$ cat src/rtl/assert_macros.svh
// Assertion helpers shared by the RTL files.
// Every use samples on i_clk and is off while i_rst_n is low.
`ifndef ASSERT_MACROS_SVH
`define ASSERT_MACROS_SVH

// Property that must hold at every sampled edge.
`define SACS_ASSERT(lbl, prop, msg) \
    lbl: assert property (@(posedge i_clk) disable iff (!i_rst_n) (prop)) else $error(msg);

// Condition that must never be seen.
`define SACS_NEVER(lbl, expr, msg) \
    `SACS_ASSERT(lbl, !(expr), msg)

`endif

$ cat src/rtl/sacs_pkg.sv
package sacs_pkg;

    // Default sizes of the cache model
    localparam int MAX_SET_BITS_DEF = 6;
    localparam int MAX_WAYS_DEF     = 8;
    localparam int ADDR_BITS_DEF    = 64;

    // Fixed field widths
    localparam int ADDR_FIELD_W = 64;
    localparam int MODE_W       = 2;
    localparam int STAMP_W      = 32;
    localparam int CNT_W        = 32;
    localparam int KIND_W       = 2;

    // Configuration port and register widths
    localparam int CFG_IDX_W  = 2;
    localparam int CFG_DATA_W = 6;
    localparam int SET_CFG_W  = 3;
    localparam int OFF_CFG_W  = 6;
    localparam int WAYS_CFG_W = 4;

    // Depth of the queue between front and back
    localparam int QUEUE_DEPTH = 2;

    typedef enum logic [MODE_W-1:0] {
        MODE_LOAD   = 2'd0,
        MODE_STORE  = 2'd1,
        MODE_MODIFY = 2'd2,
        MODE_IFETCH = 2'd3
    } t_mode;

    // What the back end has to do with one queued access
    typedef enum logic [KIND_W-1:0] {
        KIND_SKIP = 2'd0,
        KIND_ONE  = 2'd1,
        KIND_TWO  = 2'd2
    } t_kind;

    typedef enum logic [CFG_IDX_W-1:0] {
        REG_SET_BITS = 2'd0,
        REG_OFF_BITS = 2'd1,
        REG_WAYS     = 2'd2
    } t_reg_idx;

    // Width of a set index (at least one bit)
    function automatic int set_width(input int max_set_bits);
        return (max_set_bits > 0) ? max_set_bits : 1;
    endfunction

    // Width that holds a way count 1..max_ways
    function automatic int wcnt_width(input int max_ways);
        return $clog2(max_ways + 1);
    endfunction

    // Width of a way number 0..max_ways-1
    function automatic int way_width(input int max_ways);
        return (max_ways > 1) ? $clog2(max_ways) : 1;
    endfunction

    // Queue entry: {kind, ways, set, tag}
    function automatic int job_width(input int max_set_bits, input int max_ways,
                                     input int addr_bits);
        return KIND_W + wcnt_width(max_ways) + set_width(max_set_bits) + addr_bits;
    endfunction

endpackage

$ cat src/rtl/sacs_front.sv
module sacs_front #(
    parameter int MAX_SET_BITS = sacs_pkg::MAX_SET_BITS_DEF,
    parameter int MAX_WAYS     = sacs_pkg::MAX_WAYS_DEF,
    parameter int ADDR_BITS    = sacs_pkg::ADDR_BITS_DEF
) (
    input  logic                                i_clk,
    input  logic                                i_rst_n,
    input  logic                                i_start,
    input  logic [sacs_pkg::MODE_W-1:0]         i_mode,
    input  logic [sacs_pkg::ADDR_FIELD_W-1:0]   i_address,
    input  logic                                i_cfg_valid,
    input  logic [sacs_pkg::CFG_IDX_W-1:0]      i_cfg_index,
    input  logic [sacs_pkg::CFG_DATA_W-1:0]     i_cfg_data,
    input  logic                                i_q_full,
    input  logic                                i_clearing,
    output logic                                o_busy,
    output logic                                o_push,
    output logic [sacs_pkg::job_width(MAX_SET_BITS, MAX_WAYS, ADDR_BITS)-1:0] o_job
);

    import sacs_pkg::*;

    localparam int SET_W  = set_width(MAX_SET_BITS);
    localparam int WCNT_W = wcnt_width(MAX_WAYS);

    logic [SET_CFG_W-1:0]  r_set_bits;
    logic [OFF_CFG_W-1:0]  r_off_bits;
    logic [WAYS_CFG_W-1:0] r_ways;

    logic [3:0]           eff_sb;
    logic [WCNT_W-1:0]    eff_ways;
    logic [6:0]           tag_sh;
    logic [ADDR_BITS-1:0] addr;
    logic [ADDR_BITS-1:0] addr_off;
    logic [ADDR_BITS-1:0] tag;
    logic [SET_W-1:0]     set_idx;
    t_kind                kind;

    // Configuration registers
    always_ff @(posedge i_clk) begin
        if (!i_rst_n) begin
            r_set_bits <= '0;
            r_off_bits <= '0;
            r_ways     <= WAYS_CFG_W'(1);
        end else if (i_cfg_valid) begin
            unique case (t_reg_idx'(i_cfg_index))
                REG_SET_BITS: r_set_bits <= i_cfg_data[SET_CFG_W-1:0];
                REG_OFF_BITS: r_off_bits <= i_cfg_data[OFF_CFG_W-1:0];
                REG_WAYS:     r_ways     <= i_cfg_data[WAYS_CFG_W-1:0];
                default: ;
            endcase
        end
    end

    // Clamp the configured split to what the storage holds
    always_comb begin
        if ({1'b0, r_set_bits} > 4'(MAX_SET_BITS)) begin
            eff_sb = 4'(MAX_SET_BITS);
        end else begin
            eff_sb = {1'b0, r_set_bits};
        end
        if (r_ways == '0) begin
            eff_ways = WCNT_W'(1);
        end else if ({1'b0, r_ways} > 5'(MAX_WAYS)) begin
            eff_ways = WCNT_W'(MAX_WAYS);
        end else begin
            eff_ways = WCNT_W'(r_ways);
        end
    end

    // Address split into set index and tag
    always_comb begin
        addr     = i_address[ADDR_BITS-1:0];
        tag_sh   = 7'(r_off_bits) + 7'(eff_sb);
        tag      = addr >> tag_sh;
        addr_off = addr >> r_off_bits;
        set_idx  = addr_off[SET_W-1:0] & ~({SET_W{1'b1}} << eff_sb);
    end

    // Classify the access
    always_comb begin
        unique case (t_mode'(i_mode))
            MODE_LOAD:   kind = KIND_ONE;
            MODE_STORE:  kind = KIND_ONE;
            MODE_MODIFY: kind = KIND_TWO;
            MODE_IFETCH: kind = KIND_SKIP;
            default:     kind = KIND_SKIP;
        endcase
    end

    assign o_busy = i_q_full | i_clearing;
    assign o_push = i_start & ~o_busy;
    assign o_job  = {kind, eff_ways, set_idx, tag};

endmodule

$ cat config.mk
export PLATFORM = sky130hd
export DESIGN_NAME = sacs_front
export DESIGN_NICKNAME = d
export VERILOG_FILES = /design/src/rtl/assert_macros.svh /design/src/rtl/sacs_pkg.sv /design/src/rtl/sacs_front.sv
export SDC_FILE = /design/constraint.sdc
export NUM_CORES = 1
export LEC_CHECK = 0
export ABC_AREA = 1
export BUFFER_PORTS_ARGS = -buffer_cell sky130_fd_sc_hd__clkbuf_2
export CAP_MARGIN = 30
export CORE_MARGIN = 3
export CORE_UTILIZATION = 54
export DETAILED_ROUTE_END_ITERATION = 7
export PLACE_DENSITY = 0.81
export RECOVER_POWER = 50
export REMOVE_ABC_BUFFERS = 1
export SYNTH_ARGS = -nofsm -noshare
export SYNTH_HDL_FRONTEND = slang
export SYNTH_SLANG_ARGS = --single-unit
$ cat constraint.sdc
create_clock -name i_clk -period 3.3 [get_ports i_clk]
set_clock_uncertainty 0.05 [all_clocks]
set_input_delay 0.33 -clock i_clk [delete_from_list [all_inputs] [get_ports i_clk]]
set_output_delay 0.33 -clock i_clk [all_outputs]
set_load 0.03 [all_outputs]
==> results.md <==
- Cells along the critical path: nand2_4, nand2_4, inv_1, ha_2, fa_2, buf_12, buf_16, nand3_1, nand3_1, nand3_1, nand3_1, nand3_1, nand2_1, clkbuf_4
- # DRC: 0
- Flip-flop and latch count after synthesis: 13
- Upper clock frequency limit: ~0.30 GHz
- Number of buffers inserted during clock tree synthesis: 3
- Relative slew slack: 14.5%
- Leakage power figure: 4.61 nW
- Gate count of the mapped netlist: 1498
- Switch Pwr: 2.10 mW
- Initial drt markers: 2134
- Setup slack after placement: 0.209 ns
- Met3 Wirelength: 4890 um
- Sequential share of power: 5.1%
- Async S/R FF share, synth: 0%
- Total number of vias: 11.7k
- Most common library cell in the layout ignoring fill and taps: sky130_fd_sc_hd__nand3_1
- Clock share of power: 6.7%
- Number of distinct library cells after synthesis: 34
- Clock tree from TritonCTS: yes
- RSZ-0062 raised after global routing: true
- Net switching fraction of the power: 61.4%
- Hold Vio Cnt, Final: 0
- Maximum single-stage delay on the critical path: 0.67 ns
- Post-layout total power: between 3 and 4 mW
- Path class of the lowest-slack min-delay path: input port to flip-flop
- Highest-count cells in the layout ignoring fill and taps: 478 x sky130_fd_sc_hd__nand3_1, 350 x sky130_fd_sc_hd__nand2_1, 132 x sky130_fd_sc_hd__nand3_2, 105 x sky130_fd_sc_hd__o21ai_0, 96 x sky130_fd_sc_hd__clkbuf_2
- Critical R2R Capture: r_off_bits[3]
- Synth warnings: 0
- Final Hold Slack: around 0.30 ns
- Fin util: 72.6%
- Worst-margin pin slew: 1.28 ns
- Cell area after synthesis: around 7300 sq um
- First drt pass iteration count: 7
- Number of primary I/O pins: ~160
- Power per cell area: ~370 nW/um^2
- Worst Reg-to-Reg Cells: 3
- FF-to-FF Start: r_off_bits[3]
- Maximum level of the CTS H-tree: 1
- Wire length on met1: 12500 um
- Clock tree buffer depth: 2
- Worst setup slack after layout: -0.00227 ns
- Routed wirelength normalized by instance count: ~20 um
- Hold Buf Count CTS: 0
- Total area of multi-input combinational cells: 6770 sq um
- Status: finished, violations left
- Standard cell area after detailed placement: 8130 sq um
- Violations in the final reports: negative setup slack
- Destination of the worst hold path: r_ways[0]
- Total number of nets in the final design: 1667
- Pint: 1.32 mW
- Diodes inserted: 0
- Final critical-path share of the clock period: 100%
- Beginning of the worst hold path: i_cfg_data[0]
- Number of nets still failing antenna checks after routing: 0
- Worst EP required: 2.92 ns
- Area enclosed by the die boundary: roughly 15000 sq um
- Sort of element at the end of the critical path: output port
- Core Box Area: ~13000 sq um
- Critical path class: flip-flop to output port
- Largest driver fanout on the critical path: 18
- Post-route design area: around 9300 sq um
- Port Buf Inserts: 157
- Sequential share of the synthesized area: 3.57%
- Share of final-layout standard cells stronger than drive strength 1: 24.0%
- Max-cap violation count: 0
- Final count of pins violating max slew: 0
- Die width: 122 um
- CP arrival: about 2.9 ns
- Post-synth EDFFs: 0
- Number of global-route vias before repair: 9253
- Critical Path Most Common Cell: sky130_fd_sc_hd__nand3_1
- # fillers: 1201
- Clock-pin slew reported for the worst setup and hold paths after clock tree synthesis: 0.04 ns
- Dominant synthesized flop cell: sky130_fd_sc_hd__dfxtp_1
- Total wire length: ~34000 um
- Wire length of the first global-routing pass: approximately 48000 um
- Starting density of the core: 56.6%
- Uppermost routed layer: met4
- Count of final setup violators: 2
- Time the final worst path needs with I/O delays and setup: 3.30 ns
- Peak ir drop on the vdd network: 0.368 mV
- Clock sink total: 13
- Post-synthesis to final-layout area growth: 28.4%
- Maximum number of pins on one net before global-route repair: approximately 130
- Mean post-synth cell area: 4.86 sq um
- FP Rows: 41
- GRT Residual Overflow: 0
- Average via count per standard cell: about 6.7
- Die height: 122 um
- Kind of start point of the critical path: flip-flop
- Highest-delay cell along the critical path: sky130_fd_sc_hd__fa_2
- Clock Latency Late Sink: 0.24 ns
- Placer congestion estimate: between 1 and 1.5
- Seq. cell area: 267 sq um
- Setup TNS after final layout: -0.00387 ns
- Initial antenna violation count: 0
- Met2 routed WL: between 10000 and 15000 um
- Cell Count Post-Placement: 1739
- Final HPWL DP: roughly 24000 um
- All-layer global routing usage: 39.9%
- Number of cells on the worst hold path: 3
- Fin cells: 1754
- Combinational cell fraction of total power: 88.1%
- Root Buffer: sky130_fd_sc_hd__clkbuf_16
- R2R setup slack: 1.37 ns
-- routing by layer --
layer	track usage [%]	up-vias
li1	-	5332
met1	55.3	5082
met2	61.9	1044
met3	5.99	261
met4	16.0	0
met5	0	-
-- worst max path at each step --
stage	start	to	slack (ns)	cells after the start
3_3_place_gp	r_set_bits[2]	o_job[18]	0.25	12
2_1_floorplan	r_off_bits[0]	o_job[35]	-5.05	9
3_5_place_dp	r_set_bits[2]	o_job[18]	0.21	12
5_1_grt	r_set_bits[2]	o_job[17]	-0.11	15
4_1_cts	r_set_bits[1]	o_job[58]	0.01	14
6_report	r_set_bits[2]	o_job[26]	-0.002	14
-- power by group through the flow --
| stage | Sequential (mW) | Combinational (mW) | Clock, mW |
|---|---|---|---|
| floorplan | 0.202 | 1.70 | 0 |
| global placement | 0.176 | 2.48 | 0 |
| detailed placement | 0.176 | 2.49 | 0 |
| CTS | 0.174 | 2.53 | 0.229 |
| global route | 0.176 | 3.20 | 0.237 |
| finish | 0.176 | 3.01 | 0.231 |
-- cell type report --
| class | instances | area share, % |
|---|---|---|
| Inverter | 99 | 4.18 |
| Timing Repair Buffer | 205 | 17.4 |
| Tap cell | 172 | 2.30 |
| Multi-Input combinational cell | 1261 | 72.4 |
| Clock buffer | 4 | 0.843 |
| Sequential cell | 13 | 2.85 |
-- synthesized netlist by cell type (3+ instances only) --
cell type | instances | area share (%)
sky130_fd_sc_hd__buf_1 | 28 | 1.4
sky130_fd_sc_hd__nand2_1 | 361 | 19
sky130_fd_sc_hd__o21ai_1 | 17 | 1.2
sky130_fd_sc_hd__inv_1 | 92 | 4.7
sky130_fd_sc_hd__buf_2 | 35 | 2.4
sky130_fd_sc_hd__clkbuf_1 | 39 | 2.0
sky130_fd_sc_hd__buf_4 | 13 | 1.3
sky130_fd_sc_hd__nor2_1 | 60 | 3.1
sky130_fd_sc_hd__and3_1 | 5 | 0.43
sky130_fd_sc_hd__ha_1 | 3 | 0.52
sky130_fd_sc_hd__buf_6 | 10 | 1.5
sky130_fd_sc_hd__nand3_2 | 5 | 0.69
sky130_fd_sc_hd__xor2_1 | 3 | 0.36
sky130_fd_sc_hd__dfxtp_1 | 13 | 3.6
sky130_fd_sc_hd__nand4_1 | 9 | 0.77
sky130_fd_sc_hd__nand3_1 | 605 | 42
sky130_fd_sc_hd__o21ai_0 | 105 | 7.2
sky130_fd_sc_hd__inv_2 | 7 | 0.36
sky130_fd_sc_hd__nand2_2 | 7 | 0.60
sky130_fd_sc_hd__o211ai_1 | 19 | 2.0
sky130_fd_sc_hd__nand2_4 | 3 | 0.46
sky130_fd_sc_hd__nor3_1 | 9 | 0.62
sky130_fd_sc_hd__a21oi_1 | 35 | 2.4
sky130_fd_sc_hd__a31oi_1 | 4 | 0.34
-- cells by family after synthesis --
logic type	share of synthesized area (%)
buffers and inverters	13.8
and+or+nand+nor	67.9
DFF	3.57
xor gates and xnor gates	0.584
adders and majority gates	0.790
AOI/OAI and AO/OA	13.3
-- sequential cells by signal, indices dropped and copies added (netlist names) --
register	cells
r_off_bits	6
r_ways	4
r_set_bits	3
-- worst max-delay path: cells and delay by family (launching register included) --
family	cells	cell delay [ns]
adder cells (fa/ha/maj)	2	0.86
AND/OR/NAND/NOR	8	0.91
flip-flops	1	0.35
buffers and inverters	4	0.56
-- timing repair --
action                     in CTS  in global routing
setup buffers                   1                  1
pin swaps                       0                  7
resized for setup               9                295
setup endpoints to repair      24                 64
cloned                          1                  8
Power figures use the tool's default switching activity.
