**config.mk**
```make
export PLATFORM = sky130hd
export DESIGN_NAME = sacs_fifo
export DESIGN_NICKNAME = d
export VERILOG_FILES = /design/src/rtl/sacs_fifo.sv
export VERILOG_INCLUDE_DIRS = /design/src /design/src/rtl
export SDC_FILE = /design/constraint.sdc
export NUM_CORES = 1
export LEC_CHECK = 0
export BUFFER_PORTS_ARGS = -buffer_cell sky130_fd_sc_hd__buf_2
export CAP_MARGIN = 20
export CORE_AREA = 4 4 50 52
export DETAILED_ROUTE_END_ITERATION = 10
export DIE_AREA = 0 0 54 56
export SLEW_MARGIN = 30
export SYNTH_ARGS = -nofsm -noshare
export SYNTH_HDL_FRONTEND = slang
export SYNTH_SLANG_ARGS = --single-unit
```
**constraint.sdc**
```tcl
create_clock -name i_clk -period 2.2 [get_ports i_clk]
set_input_delay 0.11 -clock i_clk [delete_from_list [all_inputs] [get_ports i_clk]]
set_output_delay 0.11 -clock i_clk [all_outputs]
set_load 0.01 [all_outputs]
```
**src/rtl/assert_macros.svh**
```systemverilog
// Assertion helpers shared by the RTL files.
// Every use samples on i_clk and is off while i_rst_n is low.
`ifndef ASSERT_MACROS_SVH
`define ASSERT_MACROS_SVH

// Property that must hold at every sampled edge.
`define SACS_ASSERT(lbl, prop, msg) \
    lbl: assert property (@(posedge i_clk) disable iff (!i_rst_n) (prop)) else $error(msg);

// Condition that must never be seen.
`define SACS_NEVER(lbl, expr, msg) \
    `SACS_ASSERT(lbl, !(expr), msg)

`endif

```
**src/rtl/sacs_fifo.sv**
```systemverilog
`include "assert_macros.svh"

module sacs_fifo #(
    parameter int WIDTH = 8,
    parameter int DEPTH = 2
) (
    input  logic             i_clk,
    input  logic             i_rst_n,
    input  logic             i_push,
    input  logic [WIDTH-1:0] i_data,
    input  logic             i_pop,
    output logic [WIDTH-1:0] o_head,
    output logic             o_empty,
    output logic             o_full
);

    localparam int PTR_W = (DEPTH > 1) ? $clog2(DEPTH) : 1;
    localparam int CNT_W = $clog2(DEPTH + 1);
    localparam logic [PTR_W-1:0] LAST_PTR = PTR_W'(DEPTH - 1);

    logic [WIDTH-1:0] r_mem [DEPTH];
    logic [PTR_W-1:0] r_wp;
    logic [PTR_W-1:0] r_rp;
    logic [CNT_W-1:0] r_count;

    // Storage, no reset needed
    always_ff @(posedge i_clk) begin
        if (i_push) begin
            r_mem[r_wp] <= i_data;
        end
    end

    // Pointers and fill level
    always_ff @(posedge i_clk) begin
        if (!i_rst_n) begin
            r_wp    <= '0;
            r_rp    <= '0;
            r_count <= '0;
        end else begin
            if (i_push) begin
                r_wp <= (r_wp == LAST_PTR) ? '0 : r_wp + PTR_W'(1);
            end
            if (i_pop) begin
                r_rp <= (r_rp == LAST_PTR) ? '0 : r_rp + PTR_W'(1);
            end
            if (i_push && !i_pop) begin
                r_count <= r_count + CNT_W'(1);
            end else if (i_pop && !i_push) begin
                r_count <= r_count - CNT_W'(1);
            end
        end
    end

    assign o_head  = r_mem[r_rp];
    assign o_empty = (r_count == '0);
    assign o_full  = (r_count == CNT_W'(DEPTH));

    `SACS_NEVER(a_fifo_overflow, i_push && o_full, "queue written while full")
    `SACS_NEVER(a_fifo_underflow, i_pop && o_empty, "queue read while empty")

endmodule

```
==> impl_metrics.tcl, run 1 <==
set metrics [dict create \
    hp-class "in2reg" \
    crit_chain "mux2_2 > buf_2" \
    synthMuxAreaShare_pct 11.3 \
    cts_sinks 21 \
    arrival_ns 1.35 \
    place_ws_ns 0.892 \
    fmax_mhz 684 \
    area_growth_pct 30.4 \
    fp.dieW_um 54 \
    worstMarginPinSlew_ns 0.738 \
    grt_max_degree 12 \
    synth_simple_gate_area_share_pct 7.09 \
    finalHoldViolCount 0 \
    setup_tns_ns 0 \
    critical_path_class "reg2out" \
    routed_wl_mm 1.22 \
    cts_tree "done" \
    routabilityCongestion 0.622 \
    slowest_delay_ns 0.54 \
    slew_headroom_pct 50.7 \
    insertion_delay_ns 0.29 \
    rsz0062_at_grt "no" \
    power_density_nw_per_um2 727 \
    ys_seq_area_share_pct 73.1 \
    p_leak_nw 0.411 \
    yosys_warnings 0 \
    place_hpwl_um 852 \
    clk_transition_reported_paths_ns 0.10 \
    final_common_cell "buf_2" \
    cp-end-kind "primary output" \
    initial_core_util_pct 37.7 \
    setup-violations-final 0 \
    synth_area_leaders "edfxtp_1, dfxtp_1, mux2_2" \
    cts_setup_buffers 0 \
    nets 93 \
    ios 22 \
    syn_area_um2 795 \
    die_height_um 56 \
    vdd_drop_max_mv 0.426 \
    numPortBuffers 21 \
    cts_max_level 1 \
    gr-total-overflow 0 \
    clk_path_buf_depth 2 \
    antenna_cells 0 \
    holdWs_ns 0.0739 \
    grt_pass1_vias 473 \
    num_rows 17 \
    placed_area_um2 930 \
    stdcell_area_um2 1040 \
    finalCritPeriodShare_pct 66.4 \
    ctsResizeCount 0 \
    synth_nets 60 \
    maxSlewViolCount 0 \
    yosys.area_share.adder_pct 1.57 \
    fin_skew_ns 0.00270 \
    yosys_register_bits 21 \
    outcome "finished clean" \
    synth_compound_area_share_pct 2.52 \
    drc 0 \
    via_per_inst 4.34 \
    dieArea_um2 3020 \
    synth_top_family_by_area "multiplexers" \
    most-common-layout-cells "buf_2, edfxtp_1, mux2_2, dlygate4sd3_1, dfxtp_1" \
    design.core.area_um2 2110 \
    netlist_instances 47 \
    slowest_stage "dfxtp_1" \
    final.min_clock_period_ns 1.46 \
    drtAntennaViolNets 0 \
    root_buffer "clkbuf_4" \
    synth_cell_types 16 \
    drive_above_1_share_pct 41.8 \
    grt_pass1_wl_mm 1.97 \
    synth_xor_area_share_pct 3.31 \
    num_vias 464 \
    antenna_found_initial 0 \
    cts-hold-fix-buffers 7 \
    cp.required_ns 2.09 \
    drt-initial-drc-count 0 \
    startpoint_type "flip-flop" \
    synth_top_cell_area_share_pct 60.5 \
    numCtsBuffers 3 \
    grt_usage_pct 9.13 \
    utilization_pct 49.2 \
    syn_avg_cell_area_um2 16.9 \
    synth_largest_area_cell "edfxtp_1" \
    worst_slack_ns 0.739 \
    path_delay_family "flip-flops" \
    worst-path-buf-inv 1 \
    wire_per_inst_um 11.4 \
    maxCapViolCount 0 \
    firstDrtPassIters 1 \
    critPathMaxFanout 8 \
    nFillCells 184 \
]
==> sequential cells by signal, indices dropped and copies added (netlist names), named ones only <==
signal / flops
r_mem: 16
r_count: 2
r_wp: 1
r_rp: 1
==> stage by stage <==
step           std cells  power [W]
2_1_floorplan         47   0.000538
3_3_place_gp          95   0.000577
3_5_place_dp          95   0.000581
4_1_cts              106   0.000764
5_1_grt              107   0.000803
6_report             107   0.000754
==> cell type report <==
| cell class | instances | area (um2) | area share (%) |
|---|---|---|---|
| Clock buffer | 4 | 26.3 | 2.54 |
| Timing Repair Buffer | 29 | 185 | 17.9 |
| Sequential cell | 21 | 581 | 56.0 |
| Multi-Input combinational cell | 24 | 205 | 19.8 |
| Tap cell | 28 | 35.0 | 3.38 |
| Inverter | 1 | 3.75 | 0.362 |
==> worst paths after layout <==
kind	from	end	slack (ns)	depth (start not counted)
worst max-delay path	flip-flop	o_head[6]	0.74	2
worst min-delay path	i_rst_n	r_count[0]	0.07	2
worst max register to register	r_wp	r_mem[0][0]	0.92	1
worst min register to register	r_count[1]	r_count[1]	0.52	2
==> power breakdown <==
group          internal (W)  switching, W
Sequential         0.000454     0.0000155
Combinational     0.0000637     0.0000471
Clock             0.0000704      0.000103
==> Yosys cell counts <==
library cell / number
or3_1: 1
ha_1: 1
edfxtp_1: 16
a21boi_1: 1
nor2_1: 1
xor2_1: 2
nor2b_1: 2
buf_2: 1
dfxtp_1: 5
o21a_1: 1
xnor2_1: 1
and2_1: 4
mux2_2: 8
o21ai_0: 1
and2b_2: 1
inv_1: 1
==> cells by family (layout without fill, tap and decap cells) <==
family | Yosys count | after routing
and+or+nand+nor | 9 | 9
buffers and inverters | 2 | 34
xor gates and xnor gates | 3 | 3
muxes | 8 | 8
DFF | 21 | 21
AOI/OAI and AO/OA | 3 | 3
adders and majority gates | 1 | 1
==> routing by layer <==
layer | GRT usage, % | share of wire, % | up-vias
met1 | 10.1 | 43 | 215
li1 | - | - | 236
met4 | 6.41 | 0.90 | 0
met2 | 14.5 | 50 | 11
met5 | 0 | 0 | -
met3 | 2.41 | 5.7 | 2
(Power assumes the default switching activity.)
==> inputs of run 2 (changes only) <==
==> constraint.sdc (replaced) <==
create_clock -name i_clk -period 1.3 [get_ports i_clk]
set_input_delay 0.065 -clock i_clk [delete_from_list [all_inputs] [get_ports i_clk]]
set_output_delay 0.065 -clock i_clk [all_outputs]
set_load 0.01 [all_outputs]
==> run 2 against run 1 <==
Net effect: hold slack got worse by 0.051 ns; utilization grew 0.95 points; combinational power up 74%; first-iteration DRC count increased by 5; sequential share of layout area shrank 0.71 points; cell area grew 1.9%; flip-flop and latch count unchanged; global-route usage grew 0.17 points; sequential power rose by 69%; via count grew 1.5%; clock power is 72% higher; largest cell class unchanged.
==> impl_metrics.tcl, run 2 (synthesis results as in run 1) <==
set metrics [dict create \
    outcome "finished clean" \
    p_leak_nw 0.424 \
    ios 22 \
    maxCapViolCount 0 \
    dieArea_um2 3020 \
    nFillCells 188 \
    fp.dieW_um 54 \
    fin_skew_ns 0.00488 \
    root_buffer "clkbuf_4" \
    drive_above_1_share_pct 45.7 \
    vdd_drop_max_mv 0.782 \
    drtAntennaViolNets 0 \
    area_growth_pct 32.9 \
    antenna_cells 0 \
    wire_per_inst_um 10.6 \
    cts_max_level 1 \
    nets 95 \
    finalCritPeriodShare_pct 96.8 \
    maxSlewViolCount 0 \
    power_density_nw_per_um2 1210 \
    critPathMaxFanout 8 \
    largest-register "r_mem" \
    firstDrtPassIters 2 \
    timing.rr.start "r_wp" \
    grt_max_degree 13 \
    reg_top3 "r_mem: 16 flops, r_count: 2 flops" \
    num_rows 17 \
    initial_core_util_pct 37.7 \
    min-delay-start "i_rst_n" \
    whs_path_depth 2 \
    regArea_um2 584 \
    worst_slack_ns 0.0420 \
    design.core.area_um2 2110 \
    die_height_um 56 \
    place_ws_ns 0.197 \
    slew_headroom_pct 75.1 \
    drc 0 \
    multi_input_area_um2 205 \
    whs_endpoint "r_wp" \
    worstMarginPinSlew_ns 0.374 \
    slowest_stage "dfxtp_4" \
    startpoint_type "flip-flop" \
    num_vias 471 \
    insertion_delay_ns 0.30 \
    r2r_end "r_mem[1][0]" \
    crit_chain "mux2_2 > buf_2" \
    setup-violations-final 0 \
    stdcell_area_um2 1060 \
    via_per_inst 4.32 \
    largest_register_ffs 16 \
    critical_path_class "reg2out" \
    numCtsBuffers 3 \
    fmax_mhz 795 \
    placed_area_um2 945 \
    final_common_cell "buf_2" \
    reg2reg_depth 1 \
    cp-end-kind "primary output" \
    numPortBuffers 21 \
    cts_tree "done" \
    clk_transition_reported_paths_ns 0.11 \
    hp-class "in2reg" \
    rsz0062_at_grt "yes" \
    finalHoldViolCount 0 \
    routed_wl_mm 1.15 \
    grt_pass1_vias 474 \
    drt-initial-drc-count 5 \
    cts_sinks 21 \
    place_hpwl_um 823 \
    routabilityCongestion 0.584 \
    reg2reg_slack_ns 0.26 \
    clk_path_buf_depth 2 \
    arrival_ns 1.19 \
    slowest_delay_ns 0.42 \
    antenna_found_initial 0 \
    gr-total-overflow 0 \
    cp.required_ns 1.24 \
    setup_tns_ns 0 \
    final.min_clock_period_ns 1.26 \
    grt_pass1_wl_mm 1.94 \
    most-common-layout-cells "buf_2, edfxtp_1, mux2_2, dlygate4sd3_1" \
    grt_usage_pct 9.30 \
    finalPower_w 0.00128 \
]
## run 2: cell count changes in the layout (fill, tap and decap cells not counted)
cell      change
dfxtp_1       -1
dfxtp_4       +1
clkbuf_1      -1
clkinv_2      +1
buf_4         +2
## run 2: timing repair
action / in CTS / in global routing
hold buffers: 8 / 0
gates resized for setup: 2 / 0
endpoints found under the setup margin: 8 / 8
pin swaps: 0 / 0
buffers inserted: 0 / 0
endpoints found under the hold margin: 16 / 0
## run 2: cell type report
cell class | count | share of cell area (%)
Multi-Input combinational cell | 24 | 19.4
Clock buffer | 3 | 2.13
Inverter | 1 | 0.355
Timing Repair Buffer | 31 | 19.0
Sequential cell | 21 | 55.3
Tap cell | 28 | 3.32
Clock inverter | 1 | 0.474
## run 2: worst max-delay path by stage
stage	startpoint	to	slack [ns]
after CTS	flip-flop	o_head[6]	0.01
after global placement	flip-flop	o_head[6]	0.19
after floorplan	r_wp	r_mem[0][0]	0.20
final	flip-flop	o_head[6]	0.04
after detailed placement	flip-flop	o_head[6]	0.20
after global routing	flip-flop	o_head[6]	-0.02
## run 2: report_power, final
group	switching [W]	internal (W)	total (W)
combinational	0.0000791	0.000113	0.000193
clock	0.000182	0.000115	0.000297
sequential	0.0000247	0.000768	0.000793
total	0.000286	0.000996	0.00128
## run 2: worst max-delay path, delay by kind of cell, from the launching register on
kind | cells | cell delay, ns
flip-flops | 1 | 0.42
multiplexers | 1 | 0.35
buffers and inverters | 1 | 0.14
## run 2: routing by layer
layer,up-vias,routed length [um],part of all wire [%],track usage [%]
met5,-,0,0,0
met4,0,47,4.1,8.54
met3,4,76,6.6,2.41
met2,13,553,48,13.3
met1,218,474,41,10.9
li1,236,-,-,-
## run 2: per-stage QoR
stage	hold slack (ns)	std cells	utilization, %
global route	0.00810	109	50.1
detailed placement	0.257	97	44.9
finish	0.0228	109	50.1
global placement	0.254	97	44.9
CTS	0.0174	109	50.1
floorplan	0.164	47	-
==> inputs of run 3 (changes only) <==
--- a/config.mk
+++ b/config.mk
@@ -6,6 +6,7 @@
 export SDC_FILE = /design/constraint.sdc
 export NUM_CORES = 1
 export LEC_CHECK = 0
+export ABC_AREA = 1
 export BUFFER_PORTS_ARGS = -buffer_cell sky130_fd_sc_hd__buf_2
 export CAP_MARGIN = 20
 export CORE_AREA = 4 4 50 52
==> run 3 against run 2 <==
Net effect: critical path depth unchanged; clock skew up 0.0013 ns; wire length up 7.8%; largest power group unchanged; area after synthesis up 1.3%; largest cell class unchanged; sequential share of layout area down 0.65 points.
==> impl_metrics.tcl, run 3 <==
set metrics [dict create \
    grt_pass1_vias 482 \
    insertion_delay_ns 0.29 \
    maxCapViolCount 0 \
    largest_register_ffs 16 \
    critical_path_class "reg2out" \
    drc 0 \
    synthFlopType "edfxtp_1" \
    hp-class "in2reg" \
    final_common_cell "buf_2" \
    slew_headroom_pct 75.8 \
    fmax_mhz 796 \
    initial_core_util_pct 38.2 \
    whs_path_depth 3 \
    drive_above_1_share_pct 40.2 \
    p_leak_nw 0.454 \
    setup_tns_ns 0 \
    firstDrtPassIters 4 \
    place_hpwl_um 901 \
    routed_wl_mm 1.24 \
    holdWs_ns 0.0603 \
    worstMarginPinSlew_ns 0.362 \
    cts_setup_buffers 0 \
    wire_per_inst_um 10.3 \
    numPortBuffers 21 \
    area_growth_pct 32.8 \
    drtAntennaViolNets 0 \
    outcome "finished clean" \
    largest-register "r_mem" \
    design.core.area_um2 2110 \
    antenna_found_initial 0 \
    synthTopCellsByCount "edfxtp_1, inv_1, mux2_2" \
    most-common-layout-cells "buf_2, edfxtp_1, dlygate4sd3_1" \
    seq_power_share_pct 61.8 \
    synth_nets 71 \
    reg2reg_depth 2 \
    netSwitchingFraction_pct 23.3 \
    cp.required_ns 1.24 \
    final.min_clock_period_ns 1.26 \
    dieArea_um2 3020 \
    via_per_inst 4.23 \
    power_density_nw_per_um2 1200 \
    finalCritPeriodShare_pct 96.7 \
    root_buffer "clkbuf_4" \
    maxSlewViolCount 0 \
    fp.dieW_um 54 \
    grt_pass1_wl_mm 1.92 \
    grt_max_degree 13 \
    drt-initial-drc-count 5 \
    routabilityCongestion 0.714 \
    synth_area_leaders "edfxtp_1, dfxtp_1, mux2_2" \
    setup-violations-final 0 \
    startpoint_type "flip-flop" \
    ios 22 \
    antenna_cells 0 \
    fin_skew_ns 0.00614 \
    num_vias 508 \
    arrival_ns 1.19 \
    netSwitchingPower_w 0.000299 \
    syn_avg_cell_area_um2 13.9 \
    gr-total-overflow 0 \
    numCtsBuffers 3 \
    async_reset_ff_share_pct 0 \
    ys_seq_area_share_pct 72.2 \
    yosysMostFrequentCell "edfxtp_1" \
    grt_usage_pct 8.61 \
    synth_largest_area_cell "edfxtp_1" \
    nets 106 \
    vdd_drop_max_mv 0.534 \
    yosys_register_bits 21 \
    critPathMaxFanout 8 \
    cts_tree "done" \
    clkPwrFrac_pct 23.5 \
    clk_path_buf_depth 2 \
    cp-end-kind "primary output" \
    reg_top3 "r_mem: 16 flops, r_count: 2 flops" \
    num_rows 17 \
    cts_max_level 1 \
    clk_transition_reported_paths_ns 0.11 \
    cts_sinks 21 \
    synth_cell_types 16 \
    internal-power_w 0.000983 \
    yosys_warnings 0 \
    finalHoldViolCount 0 \
    comb_power_share_pct 14.7 \
    rsz0062_at_grt "yes" \
    synth_top_cell_area_share_pct 59.7 \
    die_height_um 56 \
    netlist_instances 58 \
    synth_edf_count 16 \
    syn_area_um2 805 \
]
==> run 3: cell count changes in the layout (fill, tap and decap cells not counted), moves of 2 or more <==
| cell | change |
|---|---|
| nand2_1 | +4 |
| nor2_1 | +6 |
| xor2_1 | -2 |
| nor2b_1 | -2 |
| and2_1 | -4 |
| inv_1 | +7 |
==> run 3: logic make-up after synthesis <==
group                      after synthesis  synth area share, %
and+or+nand+nor                         15                 7.93
muxes                                    8                 11.2
AOI/OAI and AO/OA                        2                 1.24
DFF                                     21                 72.2
buffers and inverters                   10                 4.82
adders and majority gates                1                 1.55
xor gates and xnor gates                 1                 1.09
==> run 3: final cells by class <==
cell class / count / area [um2]
fill: 191 / 1040
tap: 28 / 35.0
clock inverter: 1 / 5.00
inverter: 9 / 33.8
clock buffer: 3 / 22.5
sequential: 21 / 584
multi-input combinational: 27 / 185
timing repair buffer: 31 / 203
==> run 3: worst max-delay path, stage by stage, from the launching register on <==
cell and delay (ns):
dfxtp_4 0.42, mux2_2 0.34, buf_2 0.14
==> run 3: path summary, 6_finish.rpt <==
| check | from | to | slack [ns] |
|---|---|---|---|
| max | flip-flop | o_head[7] | 0.04 |
| min | i_pop | r_rp | 0.06 |
| max reg2reg | r_wp | r_mem[1][5] | 0.28 |
| min reg2reg | r_wp | r_wp | 0.52 |
==> run 3: layer usage <==
metal  part of all wire [%]  global-route usage (%)
met5                      0                       0
met4                   0.89                    4.27
met3                    7.6                    2.95
met2                     45                    12.8
met1                     46                    10.9
==> run 3: stage by stage <==
| step | std cells | utilization (%) | setup slack (ns) | power, W | instance area [um2] |
|---|---|---|---|---|---|
| after floorplan | 58 | - | 0.242 | 0.000906 | 805 |
| after global placement | 107 | 45.0 | 0.192 | 0.000974 | 947 |
| after detailed placement | 107 | 45.0 | 0.198 | 0.000979 | 947 |
| after CTS | 120 | 50.7 | 0.0212 | 0.00130 | 1070 |
| after global routing | 120 | 50.7 | -0.0155 | 0.00135 | 1070 |
| final | 120 | 50.7 | 0.0434 | 0.00128 | 1070 |
==> run 3: power groups by stage <==
stage / registers [W] / logic [W] / clock network, W
finish: 0.000792 / 0.000189 / 0.000301
global route: 0.000797 / 0.000210 / 0.000342
CTS: 0.000793 / 0.000193 / 0.000311
detailed placement: 0.000808 / 0.000171 / 0
global placement: 0.000807 / 0.000167 / 0
floorplan: 0.000795 / 0.000111 / 0
==> run 3: repair_timing <==
action                                  in CTS  in global routing
hold buffers                                 9                  0
gates resized for setup                      2                  0
pin swaps                                    0                  0
endpoints found under the hold margin       17                  0
endpoints found under the setup margin       8                  8
